**src/hdl/idb_pkg.sv**
```systemverilog
// shared types, constants and the window check for the switch debounce block
`timescale 1ns / 1ps

package idb_pkg;

  localparam int unsigned TimeW   = 32;
  localparam int unsigned CountW  = 8;
  localparam int unsigned CfgIdxW = 2;
  localparam int unsigned CfgW    = 32;
  localparam int unsigned InDataW  = 40;
  localparam int unsigned OutDataW = 8;

  // configuration register indexes
  localparam logic [CfgIdxW-1:0] RegSamplePeriod = 2'd0;
  localparam logic [CfgIdxW-1:0] RegIntegratorMax = 2'd1;
  localparam logic [CfgIdxW-1:0] RegFaultLimit    = 2'd2;

  // register reset values
  localparam logic [TimeW-1:0]  SamplePeriodRst  = 32'd1;
  localparam logic [CountW-1:0] IntegratorMaxRst = 8'd5;
  localparam logic [TimeW-1:0]  FaultLimitRst    = 32'd2000;

  // edge codes
  localparam logic [1:0] EdgeNone    = 2'd0;
  localparam logic [1:0] EdgeRising  = 2'd1;
  localparam logic [1:0] EdgeFalling = 2'd2;

  localparam logic StatusOk    = 1'b0;
  localparam logic StatusNotOk = 1'b1;

  typedef logic [TimeW-1:0] time_ms_t;

  // wrap-aware early check against last + span
  function automatic logic too_early(time_ms_t now, time_ms_t last, time_ms_t span);
    time_ms_t upper;
    logic     res;
    upper = last + span;
    if ((now < last) && (upper > last)) begin
      res = 1'b0;
    end else if ((now > last) && (upper < last)) begin
      res = 1'b1;
    end else begin
      res = (now < upper);
    end
    return res;
  endfunction

endpackage

```
**src/hdl/integrator_debounce_with_edge_detect_core.sv**
```systemverilog
// integrator switch debounce with window check, fault timer and edge detector
`timescale 1ns / 1ps

// Usage
//   s_axis: one beat per sample, raw switch level and a wrapping ms timestamp.
//   m_axis: one beat per sample: status, debounced level and edge code.
//   cfg_*:  write-only register port (sample period, integrator max, fault limit);
//           the user writes it only while no sample is in flight; not enforced.
// Each beat is held in the input register; the integrator, window checks and
// edge detector then settle in one pass into the result register, which also
// updates the state unless the sample is early. Throughput is one sample per
// cycle unless the receiver stalls; the state loop closes in that single
// pass, so back-to-back samples each see the state left by the one before.
// A stalled receiver holds the result register; the input register still
// takes one more beat, and s_tready falls only when both are full.
// Reset clears the state (times, integrator, stable and edge levels), loads
// the register reset values and empties both registers; no beat is lost or
// repeated across a stall.
module integrator_debounce_with_edge_detect_core (
  input  logic                           clk,
  input  logic                           rst,
  input  logic                           s_tvalid,
  output logic                           s_tready,
  input  logic [idb_pkg::InDataW-1:0]    s_tdata,   // raw_level, now_ms[31:0], zero pad
  output logic                           m_tvalid,
  input  logic                           m_tready,
  output logic [idb_pkg::OutDataW-1:0]   m_tdata,   // status, debounced_level, edge_res[1:0], zero pad
  input  logic                           cfg_we,
  input  logic [idb_pkg::CfgIdxW-1:0]    cfg_index,
  input  logic [idb_pkg::CfgW-1:0]       cfg_data
);
  import idb_pkg::*;

  // configuration
  time_ms_t          sample_period_ms;
  logic [CountW-1:0] integrator_max;
  time_ms_t          fault_limit_ms;

  // state
  time_ms_t          last_sample_ms;
  logic [CountW-1:0] integrator_count;
  logic              stable_level;
  time_ms_t          last_stable_ms;
  logic              edge_last_level;

  // input register
  logic     in_valid;
  logic     in_raw;
  time_ms_t in_now;

  // result register
  logic       out_valid;
  logic       out_status;
  logic       out_level;
  logic [1:0] out_edge;

  logic advance;

  // next values
  logic              early;
  logic [CountW-1:0] count_step;
  logic [CountW-1:0] integrator_count_next;
  logic              stable_level_next;
  time_ms_t          last_stable_ms_next;
  logic              stamped;
  logic              fault_keep;
  logic              fault_stamp;
  logic              fault;
  logic              edge_last_level_next;
  logic              status_next;
  logic              level_next;
  logic [1:0]        edge_next;

  assign advance  = in_valid && (!out_valid || m_tready);
  assign s_tready = !in_valid || advance;

  always_ff @(posedge clk) begin
    if (rst) begin
      sample_period_ms <= SamplePeriodRst;
      integrator_max   <= IntegratorMaxRst;
      fault_limit_ms   <= FaultLimitRst;
    end else if (cfg_we) begin
      unique case (cfg_index)
        RegSamplePeriod:  sample_period_ms <= cfg_data;
        RegIntegratorMax: integrator_max   <= cfg_data[CountW-1:0];
        RegFaultLimit:    fault_limit_ms   <= cfg_data;
        default: ;
      endcase
    end
  end

  always_ff @(posedge clk) begin
    if (rst) begin
      in_valid <= 1'b0;
    end else if (s_tready) begin
      in_valid <= s_tvalid;
    end
  end

  always_ff @(posedge clk) begin
    if (s_tready && s_tvalid) begin
      in_raw <= s_tdata[0];
      in_now <= s_tdata[TimeW:1];
    end
  end

  always_comb begin
    early = too_early(in_now, last_sample_ms, sample_period_ms);

    // saturating integrator step
    count_step = integrator_count;
    if (!in_raw) begin
      if (integrator_count != '0) count_step = integrator_count - 1'b1;
    end else if (integrator_count < integrator_max) begin
      count_step = integrator_count + 1'b1;
    end

    integrator_count_next = count_step;
    stable_level_next     = stable_level;
    stamped               = 1'b0;
    priority if (count_step == '0) begin
      stable_level_next = 1'b0;
      stamped           = 1'b1;
    end else if (count_step >= integrator_max) begin
      stable_level_next     = 1'b1;
      stamped               = 1'b1;
      integrator_count_next = integrator_max;
    end
    last_stable_ms_next = stamped ? in_now : last_stable_ms;

    // both fault candidates in parallel, picked by the stamp
    fault_keep  = !too_early(in_now, last_stable_ms, fault_limit_ms);
    fault_stamp = !too_early(in_now, in_now, fault_limit_ms);
    fault       = stamped ? fault_stamp : fault_keep;

    edge_last_level_next = edge_last_level;
    edge_next            = EdgeNone;
    status_next          = StatusNotOk;
    level_next           = 1'b0;
    if (!early && !fault) begin
      status_next = StatusOk;
      level_next  = stable_level_next;
      if (stable_level_next != edge_last_level) begin
        edge_last_level_next = stable_level_next;
        edge_next            = stable_level_next ? EdgeRising : EdgeFalling;
      end
    end
  end

  always_ff @(posedge clk) begin
    if (rst) begin
      last_sample_ms   <= '0;
      integrator_count <= '0;
      stable_level     <= 1'b0;
      last_stable_ms   <= '0;
      edge_last_level  <= 1'b0;
    end else if (advance && !early) begin
      last_sample_ms   <= in_now;
      integrator_count <= integrator_count_next;
      stable_level     <= stable_level_next;
      last_stable_ms   <= last_stable_ms_next;
      edge_last_level  <= edge_last_level_next;
    end
  end

  always_ff @(posedge clk) begin
    if (rst) begin
      out_valid <= 1'b0;
    end else if (!out_valid || m_tready) begin
      out_valid <= in_valid;
    end
  end

  always_ff @(posedge clk) begin
    if (advance) begin
      out_status <= status_next;
      out_level  <= level_next;
      out_edge   <= edge_next;
    end
  end

  assign m_tvalid = out_valid;
  assign m_tdata  = {{(OutDataW-4){1'b0}}, out_edge, out_level, out_status};

  // a not-ok result carries no level and no edge
  a_notok_clear: assert property (@(posedge clk) disable iff (rst)
    (m_tvalid && m_tdata[0]) |-> (m_tdata[3:1] == 3'b000))
    else $error("not-ok result carries level or edge");

  // a reported edge agrees with the reported level
  a_edge_level: assert property (@(posedge clk) disable iff (rst)
    (m_tvalid && (m_tdata[3:2] != EdgeNone)) |->
      ((m_tdata[3:2] == EdgeRising && m_tdata[1]) ||
       (m_tdata[3:2] == EdgeFalling && !m_tdata[1])))
    else $error("edge code disagrees with level");

  // an early sample leaves the state alone
  a_early_hold: assert property (@(posedge clk) disable iff (rst)
    (advance && early) |=>
      ($stable(last_sample_ms) && $stable(integrator_count) && $stable(edge_last_level)))
    else $error("early sample changed state");

  // the edge tracker only moves on an ok result
  a_edge_tracker: assert property (@(posedge clk) disable iff (rst)
    (advance && status_next == StatusNotOk) |=> $stable(edge_last_level))
    else $error("edge tracker moved on a not-ok sample");

endmodule
```
**config.mk**
```make
export PLATFORM = sky130hd
export DESIGN_NAME = integrator_debounce_with_edge_detect_core
export DESIGN_NICKNAME = d
export VERILOG_FILES = /design/src/hdl/idb_pkg.sv /design/src/hdl/integrator_debounce_with_edge_detect_core.sv
export SDC_FILE = /design/constraint.sdc
export NUM_CORES = 1
export LEC_CHECK = 0
export ABC_AREA = 1
export BUFFER_PORTS_ARGS = -buffer_cell sky130_fd_sc_hd__buf_4
export CORE_MARGIN = 10
export CORE_UTILIZATION = 60
export CTS_BUF_LIST = sky130_fd_sc_hd__clkbuf_16
export DETAILED_ROUTE_END_ITERATION = 6
export PLACE_DENSITY = 0.76
export SETUP_SLACK_MARGIN = 0.05
export SLEW_MARGIN = 40
export SYNTH_ARGS = -nofsm -noshare
export SYNTH_HDL_FRONTEND = slang
export SYNTH_SLANG_ARGS = --single-unit
```
**constraint.sdc**
```tcl
create_clock -name clk -period 6.85 [get_ports clk]
set_input_delay 0.685 -clock clk [delete_from_list [all_inputs] [get_ports clk]]
set_output_delay 0.685 -clock clk [all_outputs]
set_load 0.01 [all_outputs]
```
==> results of run 1 <==
==> cell families (layout without fill, tap and decap cells) <==
kind of cell / after synthesis / after routing / share of synthesized area
other cells: 1 / 4 / 0.000218
flops: 185 / 185 / 0.237
simple gates: 784 / 784 / 0.193
buf+inv: 369 / 431 / 0.0840
compound gates: 625 / 625 / 0.195
fa+ha+maj: 333 / 333 / 0.244
xor+xnor: 91 / 91 / 0.0464
==> cells in the final DEF (no fill, tap or decap), types with 3 or more instances in the layout <==
cell and instances:
xnor2_1 27, o21ai_0 186, or2_2 4, nand4_1 31, buf_4 84, nor3_1 28, nor2_2 3, a31oi_1 19
a21oi_1 330, o2111ai_1 3, clkinv_4 3, clkbuf_16 17, o211ai_1 12, conb_1 4, inv_6 5, o221ai_1 5
nor2_1 170, clkinv_2 3, o21a_1 12, o21ai_1 17, a21o_1 14, fa_1 3, edfxtp_1 37, dfxtp_1 148
nor4_1 14, inv_1 307, nand3b_1 7, nand2_2 7, nand3_1 71, nand2_1 438, inv_2 9, a211oi_1 9
o21bai_1 4, nand3_2 4, ha_1 330, xor2_1 64, a21boi_0 7
==> power by group through the flow <==
stage	clock, W	combinational [W]	sequential (W)
after global placement	0	0.00367	0.00152
after global routing	0.00107	0.00449	0.00153
final	0.00101	0.00392	0.00151
after detailed placement	0	0.00384	0.00152
after CTS	0.00102	0.00388	0.00150
after floorplan	0	0.00296	0.00146
==> worst max-delay path: cells and delay by family, from the launching register on <==
family          cells  cell delay, ns
compound gates      6            1.41
xor+xnor            1            0.22
fa+ha+maj           3            0.93
buf+inv             3            0.36
flops               1            0.41
simple gates       18            2.43
==> Yosys cell counts (3+ instances only) <==
cell and count:
dfxtp_1 148, inv_2 7, or2_2 4, xnor2_1 27, ha_1 330, buf_6 3
o21ai_0 186, clkbuf_1 39, o211ai_1 12, a21boi_0 7, edfxtp_1 37, o21ai_1 17
nand3_1 71, nand2_2 8, nor4_1 14, buf_2 5, a211oi_1 9, nand4_1 31
nand3_2 4, xor2_1 64, o21bai_1 4, fa_1 3, buf_4 7, o2111ai_1 3
nand2_1 438, nor2_1 170, a21oi_1 330, a21o_1 14, nor2_2 3, a31oi_1 19
o21a_1 12, inv_1 306, nor3_1 29, nand3b_1 7, o221ai_1 5
==> metrics by stage <==
step           std cells  hold WS, ns
2_1_floorplan       2391        0.430
3_3_place_gp        2799        0.442
3_5_place_dp        2799        0.456
4_1_cts             2831        0.389
5_1_grt             2831        0.389
6_report            2831        0.403
==> metal layers <==
metal | up-vias | global-route usage | wire [um]
li1 | 8251 | - | -
met1 | 7682 | 0.367 | 22600
met2 | 586 | 0.420 | 21200
met3 | 89 | 0.0474 | 3700
met4 | 0 | 0.100 | 1390
met5 | - | 0 | 0
==> final cells by class <==
class | instances | share of cell area
Inverter | 315 | 0.0636
Tap cell | 378 | 0.0254
Sequential cell | 185 | 0.219
Multi-Input combinational cell | 1837 | 0.627
Clock buffer | 17 | 0.0229
Timing Repair Buffer | 84 | 0.0339
Clock inverter | 15 | 0.00813
==> how the worst max path moves through the flow <==
stage,start,end,cells past startpoint
after floorplan,last_sample_ms[0],last_stable_ms[11],32
after global placement,last_sample_ms[0],last_stable_ms[28],31
after detailed placement,last_sample_ms[0],last_stable_ms[19],31
after CTS,last_sample_ms[0],last_stable_ms[19],31
after global routing,last_sample_ms[0],last_stable_ms[19],31
final,last_sample_ms[0],last_stable_ms[19],31
==> sequential cells by signal, indices dropped and copies added, names as in the netlist, 2 cells and up <==
register,flops
fault_limit_ms,32
in_now,32
integrator_count,8
integrator_max,8
last_sample_ms,32
last_stable_ms,32
out_edge,2
sample_period_ms,32
==> flow_summary_export.csv, run 1 <==
group,metric,value,unit
run_status,outcome,"complete, no violations",
cells_and_area,seqCellArea,4070,sq um
route,num_vias,16600,
min_path,min_from,"s_tdata[16]",
setup_path,crit_arrival,6.25,ns
clocking,worstSkewPairLatency,0.45,ns
sta,setup_tns,0,ns
synth,yosysWarnings,0,
clocking,root_buffer,"clkbuf_16",
sta,finalClockSkew,0.0124,ns
die,core,28000,sq um
cells_and_area,diodes,0,
synth,synthArstFlopShare,0,
die,die_h,189,um
synth,synth_seq_cells,185,
setup_path,r2r_slack,0.92,ns
place,port_buffers,77,
route,drt-vias-per-instance,5.87,
cells_and_area,fin_nets,2852,
min_path,min_delay_path_depth,1,
die,ios,89,
global_routing,grt_pass1_vias,16000,
sta,period_needed,5.93,ns
synth,seq_area_frac_synth,0.237,
place,dpl_cell_area,18000,sq um
route,drt_iter0_drc,1240,
sta,relSlewSlack,0.434,
clocking,clockBufferDepth,2,
synth,synth-edff-count,37,
setup_path,cp_slowest_cell,"o21ai_0",
cells_and_area,final_util,0.664,
power,irDropWorstVdd,0.183,mV
synth,yosys-top-cells-area,"ha_1 (24%), dfxtp_1 (17%), a21oi_1 (9.6%)",
min_path,hold-path-endpoint,"in_now[15]",
sta,fmax,169,MHz
global_routing,antenna_found_initial,0,
synth,syn-mean-instance-area,7.19,sq um
power,pwr_density_cell,346,nW/um^2
route,drc,0,
sta,drv_slew,0,
clocking,clkSinkCount,185,
power,seqPwrFrac,0.234,
route,wire_per_inst,17.3,um
clocking,cts_tree,"built",
cells_and_area,multiInputGateArea,11700,sq um
route,drt_pre_antenna_iters,6,
power,p_sw,0.00313,W
die,die_area,35800,sq um
min_path,hold_class,"input pin to flop",
setup_path,crit_top_cell,"nand2_1",
power,power_frac_clock,0.157,
clocking,cts_max_level,4,
cells_and_area,fillers,2567,
power,power_frac_comb,0.609,
setup_path,worstSetupPathType,"flop to flop",
place,gp_congestion,0.958,
cells_and_area,drive_above_1_share,0.0603,
power,p_leak,9.12,nW
route,routed_wl,48900,um
clocking,clkTransAtPathRegs,0.08,ns
clocking,cts_made_buffers,17,
clocking,postCtsSetupRepairBufs,0,
flow_run,cap_violations,0,
route,antenna_left,0,
setup_path,cp_max_fo,64,
clocking,post_cts_resized,0,
synth,synth_cell_types,48,
setup_path,cp-end-kind,"flop",
global_routing,grt_overflow,0,
synth,syn_inst,2388,
power,internal_power,0.00331,W
sta,worst_pin_slew,0.841,ns
synth,synth.top_cell.area_share,0.241,
setup_path,required,7.17,ns
global_routing,grt_use_total,0.270,
sta,rsz0062_at_grt,"no",
setup_path,rr_endpoint,"last_stable_ms[19]",
synth,yosys.area.top_type,"ha_1",
place,place_hpwl,39300,um
sta,setup_viol,0,
global_routing,grt_pass1_wl,78700,um
cells_and_area,area_delta_synth_final,8.41,%
die,start_util,0.613,
synth,dominantRegCellSynth,"dfxtp_1",
power,power,0.00644,W
cells_and_area,fin_area,18600,sq um
die,die_w,189,um
power,p_sw_frac,0.486,
sta,hold_violations,0,
clocking,ctsHoldBuffers,0,
global_routing,grt_start_max_net_pins,72,
sta,min_period_over_period,0.865,
setup_path,r2r_start,"last_sample_ms[0]",
synth,syn_area,17200,sq um
setup_path,critical_path.max_stage_delay,0.47,ns
setup_path,reg2reg_depth,31,
place,dp_slack,1.05,ns
die,rows,61,
setup_path,startpoint_type,"flop",
sta,setup_ws,0.923,ns
Power figures use the tool's default switching activity.
==> run 2: changes to the inputs <==
Settings changed: PLACE_DENSITY 0.76 to unset, PLACE_DENSITY_LB_ADDON set to 0.3.
==> run 2 against run 1 <==
Net effect: clock skew up 0.0049 ns; non-clock buffer count decreased by 1; routed wire length rose by 0.96%; register-to-register slack worse by 0.19 ns; hold slack worse by 0.0092 ns; combinational power barely moved; final cell count barely moved; design area rose by 0.31%; critical path type unchanged; count of clock-buffer cells in the layout is the same; die area unchanged; critical endpoint is now last_stable_ms[17].
==> flow_summary_export.csv, run 2 (same netlist as run 1, synthesis figures left out) <==
group,metric,value,unit
setup_path,cp_top_family,"simple AND/OR/NAND/NOR gates",
route,drc,0,
sta,min_period_over_period,0.894,
clocking,clkTransAtPathRegs,0.08,ns
clocking,clkSinkCount,185,
clocking,post_cts_resized,0,
cells_and_area,diodes,0,
setup_path,crit_top_cell,"nand2_1",
place,port_buffers,77,
clocking,cts_max_level,4,
place,gp_congestion,0.969,
die,die_h,189,um
sta,hold_violations,0,
sta,relSlewSlack,0.479,
cells_and_area,fin_nets,2851,
cells_and_area,fillers,2478,
global_routing,grt_pass1_vias,16400,
place,place_inst,2798,
min_path,min_delay_path_depth,1,
route,num_vias,16700,
setup_path,worstSetupPathType,"flop to flop",
setup_path,rr_endpoint,"last_stable_ms[17]",
min_path,hold-path-endpoint,"in_now[7]",
die,start_util,0.613,
setup_path,required,7.17,ns
global_routing,antenna_found_initial,0,
clocking,postCtsSetupRepairBufs,0,
setup_path,crit_arrival,6.44,ns
route,wire_per_inst,17.4,um
route,antenna_left,0,
setup_path,cp-end-kind,"flop",
setup_path,critical_path.max_stage_delay,0.59,ns
die,core,28000,sq um
flow_run,cap_violations,0,
setup_path,r2r_start,"last_sample_ms[0]",
run_status,outcome,"complete, no violations",
route,routed_wl,49300,um
route,drt_iter0_drc,1458,
sta,finalClockSkew,0.0173,ns
cells_and_area,final_util,0.667,
sta,drv_slew,0,
min_path,min_from,"s_tdata[8]",
cells_and_area,area_delta_synth_final,8.75,%
sta,period_needed,6.12,ns
clocking,cts_tree,"built",
setup_path,reg2reg_depth,31,
clocking,ctsHoldBuffers,0,
place,place_hpwl,39300,um
die,ios,89,
setup_path,cp_max_fo,64,
power,irDropWorstVdd,0.184,mV
global_routing,grt_pass1_wl,80100,um
cells_and_area,final_common_cell,"nand2_1",
route,drt_pre_antenna_iters,6,
place,dpl_cell_area,18000,sq um
place,dp_slack,0.904,ns
sta,setup_tns,0,ns
setup_path,setup.worst_path.start,"last_sample_ms[0]",
setup_path,cp_slowest_cell,"o21ai_0",
sta,rsz0062_at_grt,"no",
sta,worst_pin_slew,0.774,ns
die,die_w,189,um
clocking,cts_made_buffers,17,
setup_path,r2r_slack,0.73,ns
cells_and_area,final_cell_mix,"nand2_1 (438), a21oi_1 (330), ha_1 (330), inv_1 (305), o21ai_0 (186)",
cells_and_area,drive_above_1_share,0.0608,
power,p_leak,9.13,nW
cells_and_area,finalNonFillerCells,2830,
cells_and_area,fin_area,18700,sq um
global_routing,use_met1,0.360,
clocking,worstSkewPairLatency,0.47,ns
global_routing,use_met2,0.450,
global_routing,grt_use_total,0.273,
sta,setup_viol,0,
power,pwr_density_cell,351,nW/um^2
global_routing,use_met3,0.0377,
min_path,hold_class,"input pin to flop",
global_routing,grt_start_max_net_pins,77,
die,die_area,35800,sq um
route,drt-vias-per-instance,5.90,
setup_path,critPathBufInv,3,
clocking,root_buffer,"clkbuf_16",
setup_path,startpoint_type,"flop",
global_routing,top_usage_layer,"met2",
sta,setup_ws,0.729,ns
global_routing,grt_overflow,0,
die,rows,61,
clocking,clockBufferDepth,2,
sta,fmax,163,MHz
[run 2: changes by cell type in the layout (fill, tap and decap cells not counted), moves of 2 or more]
cell | previous run | this run
bufinv_16 | 2 | 4
clkinv_4 | 3 | 1
clkinvlp_4 | 0 | 2
inv_1 | 307 | 305
inv_6 | 5 | 1
inv_8 | 0 | 3
[run 2: metal layers]
metal,part of all wire,vias up
li1,-,8239
met1,0.45,7757
met2,0.46,611
met3,0.073,95
met4,0.026,0
met5,0,-
[run 2: final cells by class]
cell class / instances / area [sq um] / share of cell area
clock buffers: 17 / 425 / 0.0228
well taps: 378 / 473 / 0.0253
flip-flops and latches: 185 / 4070 / 0.218
inverters: 315 / 1180 / 0.0634
clock inverters: 15 / 216 / 0.0116
repair buffers: 83 / 623 / 0.0334
multi-input cells: 1837 / 11700 / 0.625
[run 2: where the power goes]
group          internal, W  switching, W
sequential         0.00133      0.000186
clock             0.000620      0.000480
combinational      0.00145       0.00250
[run 2: worst max path at each step]
| stage | depth (start not counted) | end |
|---|---|---|
| after floorplan | 32 | last_stable_ms[11] |
| after global placement | 31 | last_stable_ms[23] |
| after detailed placement | 31 | last_stable_ms[6] |
| after CTS | 31 | last_stable_ms[17] |
| after global routing | 31 | last_stable_ms[20] |
| final | 31 | last_stable_ms[17] |
[run 2: through the flow]
| stage | hold WS, ns | total power [W] |
|---|---|---|
| finish | 0.394 | 0.00656 |
| global route | 0.385 | 0.00719 |
| CTS | 0.385 | 0.00649 |
| detailed placement | 0.452 | 0.00535 |
| global placement | 0.440 | 0.00515 |
| floorplan | 0.430 | 0.00442 |
[run 2: worst reg2reg max path, delay by kind of cell, from the launching register on]
| kind | cells | cell delay [ns] |
|---|---|---|
| AND/OR/NAND/NOR | 18 | 2.48 |
| AO/OA/AOI/OAI | 6 | 1.59 |
| adder cells (fa/ha/maj) | 3 | 0.90 |
| flip-flops | 1 | 0.41 |
| buffers and inverters | 3 | 0.37 |
| XOR/XNOR | 1 | 0.23 |
==> run 3: changes to the inputs <==
Settings changed: TNS_END_PERCENT set to 30.
Clock period 6.85 ns to 7.7 ns, I/O delays scaled along.
==> run 3 against run 2 <==
Net effect: largest power group unchanged; design area decreased by 0.15%; critical path depth unchanged; utilization decreased by 0.098 points; register-to-register slack improved by 0.85 ns.
==> flow_summary_export.csv, run 3 (same netlist as run 1, synthesis figures left out) <==
group,metric,value,unit
global_routing,antenna_found_initial,0,
clocking,root_buffer,"clkbuf_16",
clocking,ctsHoldBuffers,0,
power,pwr_density_cell,308,nW/um^2
run_status,outcome,"complete, no violations",
setup_path,cp_top_family,"simple AND/OR/NAND/NOR gates",
die,rows,61,
die,ios,89,
die,start_util,0.613,
cells_and_area,fin_area,18600,sq um
clocking,cts_tree,"built",
setup_path,r2r_start,"last_sample_ms[0]",
setup_path,cp-end-kind,"flop",
place,gp_congestion,0.958,
setup_path,startpoint_type,"flop",
clocking,cts_made_buffers,17,
die,die_h,189,um
route,drc,0,
setup_path,crit_end,"last_stable_ms[21]",
route,num_vias,16500,
cells_and_area,area_delta_synth_final,8.59,%
global_routing,grt_pass1_wl,78800,um
clocking,post_cts_resized,0,
sta,relSlewSlack,0.451,
route,drt_iter0_drc,1383,
setup_path,r2r_slack,1.58,ns
setup_path,critical_path.max_stage_delay,0.62,ns
cells_and_area,fin_nets,2852,
cells_and_area,final_common_cell,"nand2_1",
min_path,min_delay_path_depth,1,
clocking,worstSkewPairLatency,0.47,ns
place,port_buffers,77,
min_path,min_from,"s_tdata[14]",
place,place_hpwl,38900,um
global_routing,grt_use_total,0.270,
die,die_w,189,um
setup_path,crit_top_cell,"nand2_1",
cells_and_area,fillers,2494,
global_routing,grt_start_max_net_pins,115,
sta,worst_pin_slew,0.824,ns
power,irDropWorstVdd,0.211,mV
clocking,clkSinkCount,185,
sta,rsz0062_at_grt,"no",
route,wire_per_inst,17.3,um
sta,period_needed,6.12,ns
route,drt-vias-per-instance,5.84,
route,drt_pre_antenna_iters,6,
global_routing,grt_pass1_vias,15900,
setup_path,timing.critical_path.depth,31,
cells_and_area,diodes,0,
sta,fmax,163,MHz
clocking,postCtsSetupRepairBufs,0,
clocking,clockBufferDepth,2,
place,dpl_cell_area,18000,sq um
setup_path,crit_arrival,6.45,ns
cells_and_area,drive_above_1_share,0.0607,
setup_path,setup.worst_path.start,"last_sample_ms[0]",
flow_run,cap_violations,0,
setup_path,required,8.03,ns
setup_path,cp_slowest_cell,"o21ai_0",
sta,drv_slew,0,
die,core,28000,sq um
cells_and_area,final_cell_mix,"nand2_1 (438), a21oi_1 (330), ha_1 (330), inv_1 (304), o21ai_0 (186)",
route,antenna_left,0,
clocking,cts_max_level,4,
setup_path,cp_max_fo,64,
min_path,hold_class,"input pin to flop",
global_routing,grt_overflow,0,
sta,finalClockSkew,0.00994,ns
clocking,clkTransAtPathRegs,0.08,ns
setup_path,rr_endpoint,"last_stable_ms[21]",
setup_path,worstSetupPathType,"flop to flop",
power,p_leak,9.12,nW
setup_path,critPathBufInv,3,
sta,setup_tns,0,ns
sta,min_period_over_period,0.795,
sta,hold_violations,0,
route,routed_wl,49000,um
sta,setup_viol,0,
die,die_area,35800,sq um
setup_path,reg2reg_depth,31,
[run 3: cell count changes in the layout (fill, tap and decap cells not counted), sizes merged]
cell      before  now
buf           83   84
bufinv         4    1
clkinv         6    9
clkinvlp       2    0
inv          318  320
[run 3: report_power, final]
group	switching (W)	internal, W
clock network	0.000456	0.000464
logic	0.00219	0.00129
registers	0.000166	0.00118
total	0.00281	0.00293
[run 3: per-stage QoR]
| stage | utilization | total power (W) | worst slack (ns) | hold WS [ns] | instances |
|---|---|---|---|---|---|
| after floorplan | - | 0.00393 | 3.30 | 0.430 | 2391 |
| after global placement | 0.644 | 0.00460 | 1.54 | 0.444 | 2799 |
| after detailed placement | 0.644 | 0.00475 | 1.75 | 0.458 | 2799 |
| after CTS | 0.666 | 0.00570 | 1.67 | 0.458 | 2831 |
| after global routing | 0.666 | 0.00632 | 1.07 | 0.461 | 2831 |
| final | 0.666 | 0.00574 | 1.58 | 0.472 | 2831 |
[run 3: final cells by class]
type | count | area, sq um | share of cell area
multi-input combinational | 1837 | 11700 | 0.626
sequential | 185 | 4070 | 0.219
inverter | 315 | 1180 | 0.0635
timing repair buffer | 84 | 634 | 0.0340
tap | 378 | 473 | 0.0254
clock buffer | 17 | 425 | 0.0228
clock inverter | 15 | 178 | 0.00953
[run 3: routing by layer]
layer,GRT usage,vias to the layer above,wire (um)
li1,-,8243,-
met1,0.360,7678,22600
met2,0.437,526,22000
met3,0.0469,73,3410
met4,0.0784,0,1060
met5,0,-,0
[run 3: worst min path at each step]
| stage | slack (ns) | end |
|---|---|---|
| after floorplan | 0.43 | stable_level |
| after global routing | 0.46 | in_now[14] |
| after global placement | 0.44 | stable_level |
| after CTS | 0.46 | in_now[19] |
| after detailed placement | 0.46 | sample_period_ms[0] |
| final | 0.47 | in_now[13] |
[run 3: worst reg2reg max path, delay by kind of cell, from the launching register on]
kind / cells / cell delay, ns
AO/OA/AOI/OAI: 6 / 1.69
XOR/XNOR: 1 / 0.23
AND/OR/NAND/NOR: 18 / 2.41
adder cells (fa/ha/maj): 3 / 0.89
flip-flops: 1 / 0.41
buffers and inverters: 3 / 0.35
